[src/sv/tccw_pkg.sv]
`timescale 1ns / 1ps
// ----------------------------------------------------------------------------
// tccw_pkg
// Shared types and constants of the text console character writer.
// ----------------------------------------------------------------------------
package tccw_pkg;

    typedef enum logic [2:0] {
        CMD_READ,
        CMD_BS,
        CMD_TAB,
        CMD_CR,
        CMD_NL,
        CMD_PUT,
        CMD_NOP
    } cmd_t;

    localparam logic       OP_PUT       = 1'b0;
    localparam logic       OP_READ      = 1'b1;

    localparam logic [7:0] CHAR_BS      = 8'd8;
    localparam logic [7:0] CHAR_TAB     = 8'd9;
    localparam logic [7:0] CHAR_NL      = 8'd10;
    localparam logic [7:0] CHAR_CR      = 8'd13;
    localparam logic [7:0] CHAR_SPACE   = 8'h20;
    localparam logic [7:0] ATTR_RESET   = 8'h0F;
    localparam logic [15:0] SCROLL_BLANK = 16'h0F20;

    typedef struct packed {
        cmd_t        cmd;
        logic [7:0]  char_code;
        logic [10:0] read_index;
    } q_entry_t;

    typedef struct packed {
        logic     valid;
        q_entry_t entry;
    } q_head_t;

    typedef struct packed {
        logic pop;
        logic clearing;
    } back_ctl_t;

endpackage

[src/sv/tccw_front.sv]
`timescale 1ns / 1ps
// ----------------------------------------------------------------------------
// tccw_front
// Input side: takes words, decodes the byte class and holds them in a
// two-entry queue for the back end.
// ----------------------------------------------------------------------------
module tccw_front
    import tccw_pkg::*;
(
    input  logic        clk,
    input  logic        rst_n,
    input  logic        in_valid,
    output logic        in_stall,
    input  logic        op,
    input  logic [7:0]  char_code,
    input  logic [10:0] read_index,
    output q_head_t     head,
    input  back_ctl_t   ctl
);

    localparam int QDEPTH = 2;
    localparam int PW     = $clog2(QDEPTH);
    localparam int NW     = $clog2(QDEPTH + 1);

    q_entry_t        entry_reg [QDEPTH];
    q_entry_t        entry_in;
    logic [PW-1:0]   wr_ptr_reg, wr_ptr_next;
    logic [PW-1:0]   rd_ptr_reg, rd_ptr_next;
    logic [NW-1:0]   count_reg, count_next;
    logic            push;
    logic            pop;
    cmd_t            cmd;

    always_comb
    begin
        if (op == OP_READ)
        begin
            cmd = CMD_READ;
        end
        else
        begin
            case (char_code)
                CHAR_BS:  cmd = CMD_BS;
                CHAR_TAB: cmd = CMD_TAB;
                CHAR_CR:  cmd = CMD_CR;
                CHAR_NL:  cmd = CMD_NL;
                default:  cmd = (char_code >= CHAR_SPACE) ? CMD_PUT : CMD_NOP;
            endcase
        end
        entry_in.cmd        = cmd;
        entry_in.char_code  = char_code;
        entry_in.read_index = read_index;
    end

    assign in_stall   = (count_reg == NW'(QDEPTH)) || ctl.clearing;
    assign push       = in_valid && !in_stall;
    assign pop        = ctl.pop;
    assign head.valid = (count_reg != '0);
    assign head.entry = entry_reg[rd_ptr_reg];

    always_comb
    begin
        wr_ptr_next = push ? wr_ptr_reg + 1'b1 : wr_ptr_reg;
        rd_ptr_next = pop ? rd_ptr_reg + 1'b1 : rd_ptr_reg;
        count_next  = count_reg + NW'(push) - NW'(pop);
    end

    always_ff @(posedge clk or negedge rst_n)
    begin
        if (!rst_n)
        begin
            wr_ptr_reg <= '0;
            rd_ptr_reg <= '0;
            count_reg  <= '0;
        end
        else
        begin
            wr_ptr_reg <= wr_ptr_next;
            rd_ptr_reg <= rd_ptr_next;
            count_reg  <= count_next;
        end
    end

    always_ff @(posedge clk)
    begin
        if (push)
        begin
            entry_reg[wr_ptr_reg] <= entry_in;
        end
    end

endmodule

[config.mk]
export PLATFORM = sky130hd
export DESIGN_NAME = tccw_front
export DESIGN_NICKNAME = d
export VERILOG_FILES = /design/src/sv/tccw_pkg.sv /design/src/sv/tccw_front.sv
export SDC_FILE = /design/constraint.sdc
export NUM_CORES = 1
export LEC_CHECK = 0
export BUFFER_PORTS_ARGS = -buffer_cell sky130_fd_sc_hd__buf_2
export CAP_MARGIN = 10
export CORE_UTILIZATION = 46
export CTS_BUF_LIST = sky130_fd_sc_hd__clkbuf_4 sky130_fd_sc_hd__clkbuf_8 sky130_fd_sc_hd__clkbuf_16
export DETAILED_ROUTE_END_ITERATION = 12
export GPL_TIMING_DRIVEN = 0
export HOLD_SLACK_MARGIN = 0.05
export PLACE_DENSITY = 0.82
export SLEW_MARGIN = 20
export SYNTH_ARGS = -nofsm -noshare
export SYNTH_HDL_FRONTEND = slang
export SYNTH_SLANG_ARGS = --single-unit
[constraint.sdc]
create_clock -name clk -period 1.8 [get_ports clk]
set_input_delay 0.18 -clock clk [delete_from_list [all_inputs] [get_ports clk]]
set_output_delay 0.18 -clock clk [all_outputs]
set_load 0.03 [all_outputs]
==> results of run 1 <==
## worst register-to-register path: stages (launching register included)
cell      delay [ns]
dfrtp_1         0.41
nand2b_1        0.10
nand3b_1        0.19
nor2_2          0.43
buf_8           0.24
## worst paths after layout
check,start,endpoint,slack [ns]
max,count_reg[1]$_DFF_PN0_,entry_reg[1][7]$_DFFE_PP_,0.13
min,read_index[1],entry_reg[1][1]$_DFFE_PP_,0.08
max reg2reg,count_reg[1]$_DFF_PN0_,entry_reg[1][7]$_DFFE_PP_,0.13
min reg2reg,count_reg[1]$_DFF_PN0_,count_reg[1]$_DFF_PN0_,0.50
max in group asynchronous,rst_n,rd_ptr_reg$_DFFE_PN0P_,1.46
min in group asynchronous,rst_n,count_reg[1]$_DFF_PN0_,0.22
## cell families (layout without fill, tap and decap cells)
group                      Yosys count  count (layout)  share of synthesized area (%)
DFF                                 48              48                          76.81
muxes                               22              22                          13.39
and+or+nand+nor                     12              12                          3.651
buffers and inverters                5              64                          1.825
xor gates and xnor gates             4               4                          1.894
AOI/OAI and AO/OA                    3               3                          1.082
adders and majority gates            2               2                          1.352
## per-layer routing
metal / part of all wire, % / vias up
met2: 56 / 36
met4: 1.5 / 0
met5: 0 / -
met1: 37 / 478
li1: - / 480
met3: 5.9 / 6
## metrics by stage
stage	total power (µW)	TNS [ns]	hold WS, ns	setup WS [ns]	util (%)
after floorplan	2405	-8.342	-0.1156	-0.1896	-
after global placement	2679	-27.12	-0.01361	-0.6174	57.03
after detailed placement	2736	0	-0.007730	0.1288	57.96
after CTS	3474	0	0.07037	0.1088	61.18
after global routing	3610	-0.1036	0.06717	-0.009693	61.38
final	3449	0	0.07518	0.1283	61.38
## layout make-up
cell class | instances | area [µm²] | share of cell area (%)
clock inverters | 2 | 35.03 | 1.514
multi-input cells | 43 | 407.9 | 17.62
inverters | 3 | 11.26 | 0.4865
clock buffers | 6 | 76.32 | 3.297
flip-flops and latches | 48 | 1421 | 61.41
repair buffers | 51 | 280.3 | 12.11
plain buffers | 2 | 22.52 | 0.9730
well taps | 48 | 60.06 | 2.595
## repair_timing
action	in CTS	in global routing
setup endpoints to repair	0	16
setup buffers	0	0
resized for setup	0	1
hold endpoints to repair	4	0
hold buffers	1	0
## Yosys cell counts (2+ instances only)
| cell type | n |
|---|---|
| mux2_2 | 22 |
| nand2b_1 | 4 |
| ha_1 | 2 |
| buf_6 | 2 |
| inv_1 | 3 |
| nor2_1 | 3 |
| edfxtp_1 | 44 |
| xnor2_1 | 3 |
| dfrtp_1 | 4 |
## power by group
part / switching (µW) / total (µW) / internal, µW / leakage, µW
clock: 312 / 739 / 427 / 0.0000586
combinational: 737 / 1230 / 491 / 0.000377
sequential: 77.6 / 1480 / 1400 / 0.000449
==> metrics.md, run 1 <==
| Metric | Value |
|---|---|
| Crit path largest cell delay | `0.43 ns` |
| Reg2Reg Depth | `4` |
| Outcome | `complete, no violations` |
| Synth async-reset ratio | `8.333%` |
| Global Route Usage Sum | `15.03%` |
| Dpl hpwl | `2084 µm` |
| Final Wtd Congestion | `0.6914` |
| Post-synth top area share | `71.40%` |
| Buf/Inv on CP | `1` |
| Core ar. | `0.003771 mm²` |
| First-pass GRT wire length | `4616 µm` |
| Max-slew violation total from the final report | `0` |
| Met1 usage | `16.00%` |
| Busiest grt layer | `met2` |
| Setup crit start kind | `register` |
| CTS root buf | `clkbuf_8` |
| Commonest non-fill, non-tap cell in the layout | `buf_2` |
| Critical path cell sequence | `nand2b_1 -> nand3b_1 -> nor2_2 -> buf_8` |
| Fin cells | `203` |
| Largest net degree at the start of global routing | `16` |
| CTS tree | `built` |
| Post-route design area | `0.002315 mm²` |
| Total CTS buffers | `5` |
| LEAKAGE | `0.0008847 µW` |
| Crit-path slowest cell | `nor2_2` |
| CP Max Fanout | `15` |
| Initial drt markers | `36` |
| Most frequent cells in the layout | `buf_2 (48), edfxtp_1 (44), mux2_2 (22)` |
| Layout Nets | `181` |
| Stages on the worst setup path | `4` |
| Worst ir drop on vdd | `0.7550 mV` |
| Register area share after synthesis | `76.81%` |
| Die ar. | `0.004280 mm²` |
| Initial core utilization | `49.07%` |
| DRC | `0` |
| WL/cell | `13.85 µm` |
| Ant diodes | `0` |
| Max-Cap Viols | `0` |
| Top FF cell, synth | `edfxtp_1` |
| Grt ovf | `0` |
| WS Path Type | `register to register` |
| Mapped cell area | `0.001851 mm²` |
| Layout cells sized above 1 | `55.48%` |
| Worst-path clk slew | `0.08 ns` |
| Clock Latency Late Sink | `0.29 ns` |
| Avg Cell Area, Syn | `19.28 µm²` |
| Largest register FFs | `44` |
| Clk buf depth | `2` |
| GR Util met3 | `4.167%` |
| Post-synth net total | `123` |
| Post-DRT Antenna Nets | `0` |
| Via/cell ratio | `4.926` |
| CP Capture Type | `register` |
| Synth warn | `0` |
| Period minus WS final | `1.672 ns` |
| Mapped Cells | `96` |
| Fmax | `0.5982 GHz` |
| Crit path arrival time | `1.67 ns` |
| RSZ-0062 raised after global routing | `true` |
| CP Data Required Time | `1.79 ns` |
| M2 GR Usage | `27.58%` |
| Hold crit path type | `input pin to register` |
| Initial antenna violation count | `0` |
| Number of distinct library cells after synthesis | `18` |
| Clk sinks | `48` |
| Cell family with most CP delay | `simple AND/OR/NAND/NOR gates` |
| Total wire length | `2811 µm` |
| Transition time of the tightest slew-check pin | `0.4747 ns` |
| Tcrit/Tclk final | `92.87%` |
| Hold path cells | `1` |
| DRT Pass-1 Iters | `4` |
| Final Setup Violations | `0` |
| Skew final | `0.008011 ns` |
| P&R area growth vs syn | `25.08%` |
| P per Cell Area | `1490 mW/mm²` |
| Fillers | `292` |
| Row count | `22` |
| Area after detailed placement | `0.002186 mm²` |
| H-tree depth | `2` |
| Vias | `1000` |
| I/O pin cnt | `49` |
| Yosys reg bits | `48` |
| Port Buf Inserts | `48` |
| Final Hold Vio Count | `0` |
| Rel. slew slack | `68.32%` |
| Dpl cells | `194` |
| Post-synth top area cell | `edfxtp_1` |
| Vert. Die Dim | `65.43 µm` |
| Number of global-route vias before repair | `1030` |
| Synth area leaders | `edfxtp_1 (71%), mux2_2 (13%), dfrtp_1 (5.4%)` |
| Die W | `65.43 µm` |
| EDFF count, synth | `44` |
No activity file was read; power rests on OpenSTA's default activity.
==> run 2, diff against run 1 <==
Settings changed: CELL_PAD_IN_SITES_DETAIL_PLACEMENT set to 1, CELL_PAD_IN_SITES_GLOBAL_PLACEMENT set to 1, CORE_UTILIZATION 46 to 38, PLACE_DENSITY 0.82 to 0.81.
==> metrics.md, run 2 (synthesis gave the netlist of run 1 again) <==
| Metric | Value |
|---|---|
| Outcome | `finished with violations` |
| Failing checks | `DRC` |
| Hold slack | `0.06170 ns (-0.01348 ns)` |
| DRT Pass-1 Iters | `8 (+4)` |
| Buf/Inv on CP | `2 (+1)` |
| Critical path cell sequence | `buf_6 -> mux2_2 -> buf_2` |
| Dpl hpwl | `2444 µm (+17%)` |
| LEAKAGE | `0.0008940 µW (+1.0%)` |
| Clk sinks | `48 (unchanged)` |
| CTS root buf | `clkbuf_8` |
| Number of global-route vias before repair | `1072 (+4.1%)` |
| RSZ-0062 raised after global routing | `false` |
| Cell family with most CP delay | `flip-flops` |
| Final Wtd Congestion | `0.8045 (+16%)` |
| Max-Cap Viols | `0 (unchanged)` |
| Hold crit path type | `input pin to register` |
| Vias | `1056 (+5.6%)` |
| Final Hold Vio Count | `0 (unchanged)` |
| Clock Latency Late Sink | `0.30 ns (about the same)` |
| CTS tree | `built` |
| Met3 WL post-DR | `201 µm (+21%)` |
| Total CTS buffers | `5 (unchanged)` |
| WS Path Type | `register to primary output` |
| CP Capture Type | `primary output` |
| Post-DRT Antenna Nets | `0 (unchanged)` |
| Area after detailed placement | `0.002193 mm² (+0.34%)` |
| Row count | `25 (+14%)` |
| M1 WL | `1479 µm (+44%)` |
| P per Cell Area | `1499 mW/mm² (+0.63%)` |
| Largest net degree at the start of global routing | `15 (-1)` |
| Fmax | `0.5974 GHz (-0.13%)` |
| Core ar. | `0.004692 mm² (+24%)` |
| Most frequent cells in the layout | `buf_2 (48), edfxtp_1 (44), mux2_2 (22)` |
| Clk buf depth | `2 (unchanged)` |
| Die W | `71.79 µm (+9.7%)` |
| Layout Nets | `184 (+1.7%)` |
| WL/cell | `16.37 µm (+18%)` |
| Initial drt markers | `54 (+50%)` |
| DRC | `2 (+2)` |
| Via/cell ratio | `4.981 (+1.1%)` |
| Max-slew violation total from the final report | `0 (unchanged)` |
| CP Max Fanout | `10 (-5)` |
| Setup crit start kind | `register` |
| WL met2 | `1711 µm (+8.8%)` |
| Total wire length | `3471 µm (+23%)` |
| Ant diodes | `0 (unchanged)` |
| Crit path arrival time | `1.49 ns (-0.18 ns)` |
| Setup TNS | `0 ns (unchanged)` |
| Grt ovf | `0 (unchanged)` |
| Port Buf Inserts | `48 (unchanged)` |
| Period minus WS final | `1.674 ns (+0.002228 ns)` |
| H-tree depth | `2 (unchanged)` |
| CP Data Required Time | `1.62 ns (-0.17 ns)` |
| Layout cells sized above 1 | `55.06% (-0.42 points)` |
| Largest register FFs | `44 (unchanged)` |
| Transition time of the tightest slew-check pin | `0.4196 ns (-0.05510 ns)` |
| Fin cells | `212 (+4.4%)` |
| Tcrit/Tclk final | `92.99% (+0.12 points)` |
| Total power | `3523 µW (+2.1%)` |
| Skew final | `0.005107 ns (-0.002905 ns)` |
| Commonest non-fill, non-tap cell in the layout | `buf_2` |
| Post-route design area | `0.002350 mm² (+1.5%)` |
| Worst ir drop on vdd | `0.5631 mV (-25%)` |
| P&R area growth vs syn | `26.98%` |
| Worst-path clk slew | `0.08 ns (about the same)` |
| Final Setup Violations | `0 (unchanged)` |
| I/O pin cnt | `49 (unchanged)` |
| Rel. slew slack | `71.81% (+3.5 points)` |
| Dpl cells | `200 (+3.1%)` |
| Crit-path slowest cell | `dfrtp_1` |
| Die ar. | `0.005153 mm² (+20%)` |
| First-pass GRT wire length | `5340 µm (+16%)` |
| Initial core utilization | `39.44% (-9.6 points)` |
| Initial antenna violation count | `0 (unchanged)` |
| Top Layer Used | `met4` |
| Vert. Die Dim | `71.79 µm (+9.7%)` |
| Global Route Usage Sum | `14.69% (-0.33 points)` |
| Crit path largest cell delay | `0.47 ns (+0.04 ns)` |
## run 2: cell types whose count changed in the layout (fill, tap and decap cells not counted)
cell | before | now
nor2_4 | 0 | 2
buf_4 | 0 | 2
nor2_2 | 2 | 0
dlygate4sd3_1 | 1 | 2
xnor2_2 | 1 | 0
xnor2_1 | 2 | 3
## run 2: metal layers
metal	track usage [%]	vias to the layer above
met5	0	-
met2	23.48	36
met3	5.204	7
met1	17.46	523
li1	-	490
met4	7.843	0
## run 2: repair_timing
item                                   in CTS  in global routing
endpoints found under the hold margin       4                  2
setup endpoints to repair                  24                 25
pin swaps                                   0                  1
gates resized for setup                     0                  2
buffers inserted                            0                  2
hold buffers                                1                  1
## run 2: worst register-to-register path: stages (launching register included)
cell and delay [ns]:
dfrtp_1 0.41, nand2b_1 0.11, nand3b_1 0.14, buf_4 0.18, nor2_4 0.31, buf_8 0.21
## run 2: stage by stage
step                setup slack, ns  utilization, %
floorplan                   -0.1896               -
global placement            -0.6611           46.00
CTS                        -0.04521           49.33
global route                0.02984           50.08
finish                       0.1261           50.08
detailed placement         -0.01979           46.75
## run 2: power by group
part           internal, µW  switching [µW]
Combinational           497             769
Sequential             1400            83.8
Clock                   427             341
## run 2: path summary, 6_finish.rpt
| kind | startpoint | to | slack [ns] | cells past startpoint |
|---|---|---|---|---|
| setup reg to reg | count_reg[1]$_DFF_PN0_ | entry_reg[0][4]$_DFFE_PP_ | 0.14 | 5 |
| max in group asynchronous | rst_n | wr_ptr_reg$_DFFE_PN0P_ | 1.47 | 2 |
| hold reg to reg | count_reg[0]$_DFF_PN0_ | count_reg[0]$_DFF_PN0_ | 0.52 | 1 |
| min in group asynchronous | rst_n | rd_ptr_reg$_DFFE_PN0P_ | 0.20 | 2 |
| setup / recovery | rd_ptr_reg$_DFFE_PN0P_ | head[19] | 0.13 | 3 |
| hold / removal | read_index[5] | entry_reg[0][5]$_DFFE_PP_ | 0.06 | 1 |
## run 2: layout make-up
| class | instances | area (µm²) |
|---|---|---|
| inverters | 3 | 11.26 |
| multi-input cells | 43 | 410.4 |
| flip-flops and latches | 48 | 1421 |
| clock buffers | 6 | 76.32 |
| plain buffers | 2 | 22.52 |
| clock inverters | 2 | 35.03 |
| well taps | 54 | 67.56 |
| repair buffers | 54 | 305.3 |
| fillers | 481 | 2342 |
==> run 3, diff against run 2 <==
Settings changed: MAX_ROUTING_LAYER set to met4.
==> metrics.md, run 3 (synthesis gave the netlist of run 1 again) <==
| Metric | Value |
|---|---|
| Largest net degree at the start of global routing | `15 (unchanged)` |
| CTS root buf | `clkbuf_8` |
| Outcome | `finished with violations` |
| Die ar. | `0.005153 mm² (unchanged)` |
| Period minus WS final | `1.671 ns (-0.002972 ns)` |
| Core ar. | `0.004692 mm² (unchanged)` |
| Layout cells sized above 1 | `54.72% (-0.35 points)` |
| Cell family with most CP delay | `flip-flops` |
| Via/cell ratio | `4.986 (about the same)` |
| LEAKAGE | `0.0008982 µW (+0.47%)` |
| H-tree depth | `2 (unchanged)` |
| Transition time of the tightest slew-check pin | `0.4201 ns (+0.0005492 ns)` |
| WL/cell | `16.24 µm (-0.81%)` |
| Total CTS buffers | `5 (unchanged)` |
| CP Max Fanout | `10 (unchanged)` |
| CTS tree | `built` |
| Rel. slew slack | `71.78% (about the same)` |
| Worst ir drop on vdd | `0.5633 mV (about the same)` |
| Die W | `71.79 µm (unchanged)` |
| Layout Nets | `185 (+0.54%)` |
| M1 WL | `1471 µm (-0.54%)` |
| Grt ovf | `0 (unchanged)` |
| Vias | `1062 (+0.57%)` |
| WS Path Type | `register to primary output` |
| Final Setup Violations | `0 (unchanged)` |
| First-pass GRT wire length | `5340 µm (unchanged)` |
| Reg2Reg Depth | `5 (unchanged)` |
| Dpl hpwl | `2444 µm (unchanged)` |
| Reg area | `0.001421 mm² (unchanged)` |
| DRC | `2 (unchanged)` |
| Global Route Usage Sum | `15.24% (+0.55 points)` |
| Number of global-route vias before repair | `1070 (-0.19%)` |
| Reg-to-Reg End | `entry_reg[0][4]$_DFFE_PP_` |
| Setup TNS | `0 ns (unchanged)` |
| Commonest non-fill, non-tap cell in the layout | `buf_2` |
| Fmax | `0.5985 GHz (+0.18%)` |
| Critical path cell sequence | `buf_6 -> mux2_2 -> buf_2` |
| Crit path largest cell delay | `0.47 ns (about the same)` |
| Clk buf depth | `2 (unchanged)` |
| Clock Latency Late Sink | `0.30 ns (about the same)` |
| Hold crit path type | `input pin to register` |
| P&R area growth vs syn | `27.52%` |
| Worst R2R Setup Slack | `0.14 ns (about the same)` |
| Hold Crit Endpoint | `entry_reg[0][1]$_DFFE_PP_` |
| Max-Cap Viols | `0 (unchanged)` |
| Most frequent cells in the layout | `buf_2 (48), edfxtp_1 (44), mux2_2 (22)` |
| Buf/Inv on CP | `2 (unchanged)` |
| Reg2reg start | `count_reg[1]$_DFF_PN0_` |
| Ant diodes | `0 (unchanged)` |
| CP Capture Type | `primary output` |
| Vert. Die Dim | `71.79 µm (unchanged)` |
| Failing checks | `DRC` |
| Skew final | `0.005012 ns (-0.00009423 ns)` |
| Post-DRT Antenna Nets | `0 (unchanged)` |
| Crit-path slowest cell | `dfrtp_1` |
| Hold_sp | `read_index[1]` |
| Port Buf Inserts | `48 (unchanged)` |
| Final Hold Vio Count | `0 (unchanged)` |
| Worst-path clk slew | `0.08 ns (about the same)` |
| P per Cell Area | `1492 mW/mm² (-0.45%)` |
| WL met2 | `1761 µm (+2.9%)` |
| Initial drt markers | `61 (+13%)` |
| Total power | `3522 µW (about the same)` |
| Crit path arrival time | `1.49 ns (about the same)` |
| I/O pin cnt | `49 (unchanged)` |
| Tcrit/Tclk final | `92.83% (-0.17 points)` |
| Setup crit start kind | `register` |
| Row count | `25 (unchanged)` |
| Initial antenna violation count | `0 (unchanged)` |
| RSZ-0062 raised after global routing | `false` |
| Final Wtd Congestion | `0.8162 (+1.5%)` |
| DRT Pass-1 Iters | `8 (unchanged)` |
| Worst setup startpoint | `rd_ptr_reg$_DFFE_PN0P_` |
| Max-slew violation total from the final report | `0 (unchanged)` |
| Total wire length | `3459 µm (-0.35%)` |
| Met3 WL post-DR | `204 µm (+1.5%)` |
| Top Layer Used | `met4` |
| Largest register FFs | `44 (unchanged)` |
| Hold path cells | `1 (unchanged)` |
| CP Data Required Time | `1.62 ns (about the same)` |
| Initial core utilization | `39.44% (unchanged)` |
| Area taken by multi-input logic gates | `410.4 µm² (unchanged)` |
| Fillers | `482 (+0.21%)` |
| Clk sinks | `48 (unchanged)` |
-- run 3: cell type report --
type / instances / share of cell area (%)
plain buffers: 2 / 0.9544
clock buffers: 6 / 3.234
clock inverters: 2 / 1.485
inverters: 3 / 0.4772
multi-input cells: 43 / 17.39
flip-flops and latches: 48 / 60.23
well taps: 54 / 2.863
repair buffers: 55 / 13.36
-- run 3: worst max path at each step --
| stage | endpoint | cells past startpoint |
|---|---|---|
| floorplan | entry_reg[0][0]$_DFFE_PP_ | 3 |
| global route | entry_reg[0][4]$_DFFE_PP_ | 5 |
| detailed placement | entry_reg[0][4]$_DFFE_PP_ | 4 |
| finish | head[19] | 3 |
| CTS | entry_reg[0][4]$_DFFE_PP_ | 4 |
| global placement | entry_reg[1][3]$_DFFE_PP_ | 3 |
-- run 3: power by group --
| group | leakage, µW | internal, µW | switching [µW] | total [µW] |
|---|---|---|---|---|
| sequential | 0.000449 | 1400 | 84.6 | 1490 |
| combinational | 0.000391 | 499 | 769 | 1270 |
| clock | 0.0000586 | 427 | 338 | 765 |
| total | 0.000898 | 2330 | 1190 | 3520 |
-- run 3: stage by stage --
stage	area (µm²)	cells	utilization [%]	setup slack, ns	hold WS [ns]
2_1_floorplan	1851	96	-	-0.1896	-0.1156
3_3_place_gp	2158	198	46.00	-0.6611	-0.01209
3_5_place_dp	2193	200	46.75	-0.01979	-0.005059
4_1_cts	2315	209	49.33	-0.04521	0.05549
5_1_grt	2360	213	50.29	0.02983	0.05243
6_report	2360	213	50.29	0.1291	0.06979
-- run 3: worst register-to-register path, delay by kind of cell, from the launching register on --
kind | cells | cell delay [ns]
DFF | 1 | 0.42
and+or+nand+nor | 3 | 0.56
buffers and inverters | 2 | 0.39
-- run 3: metal layers --
metal	up-vias	track usage, %
met3	3	5.626
met2	37	23.69
met5	-	-
li1	493	-
met4	0	7.843
met1	529	17.27
-- run 3: repair_timing --
item	CTS	global route
buffers inserted	0	2
pin swaps	0	1
endpoints found under the hold margin	4	4
hold buffers	1	2
gates resized for setup	0	2
endpoints found under the setup margin	24	25
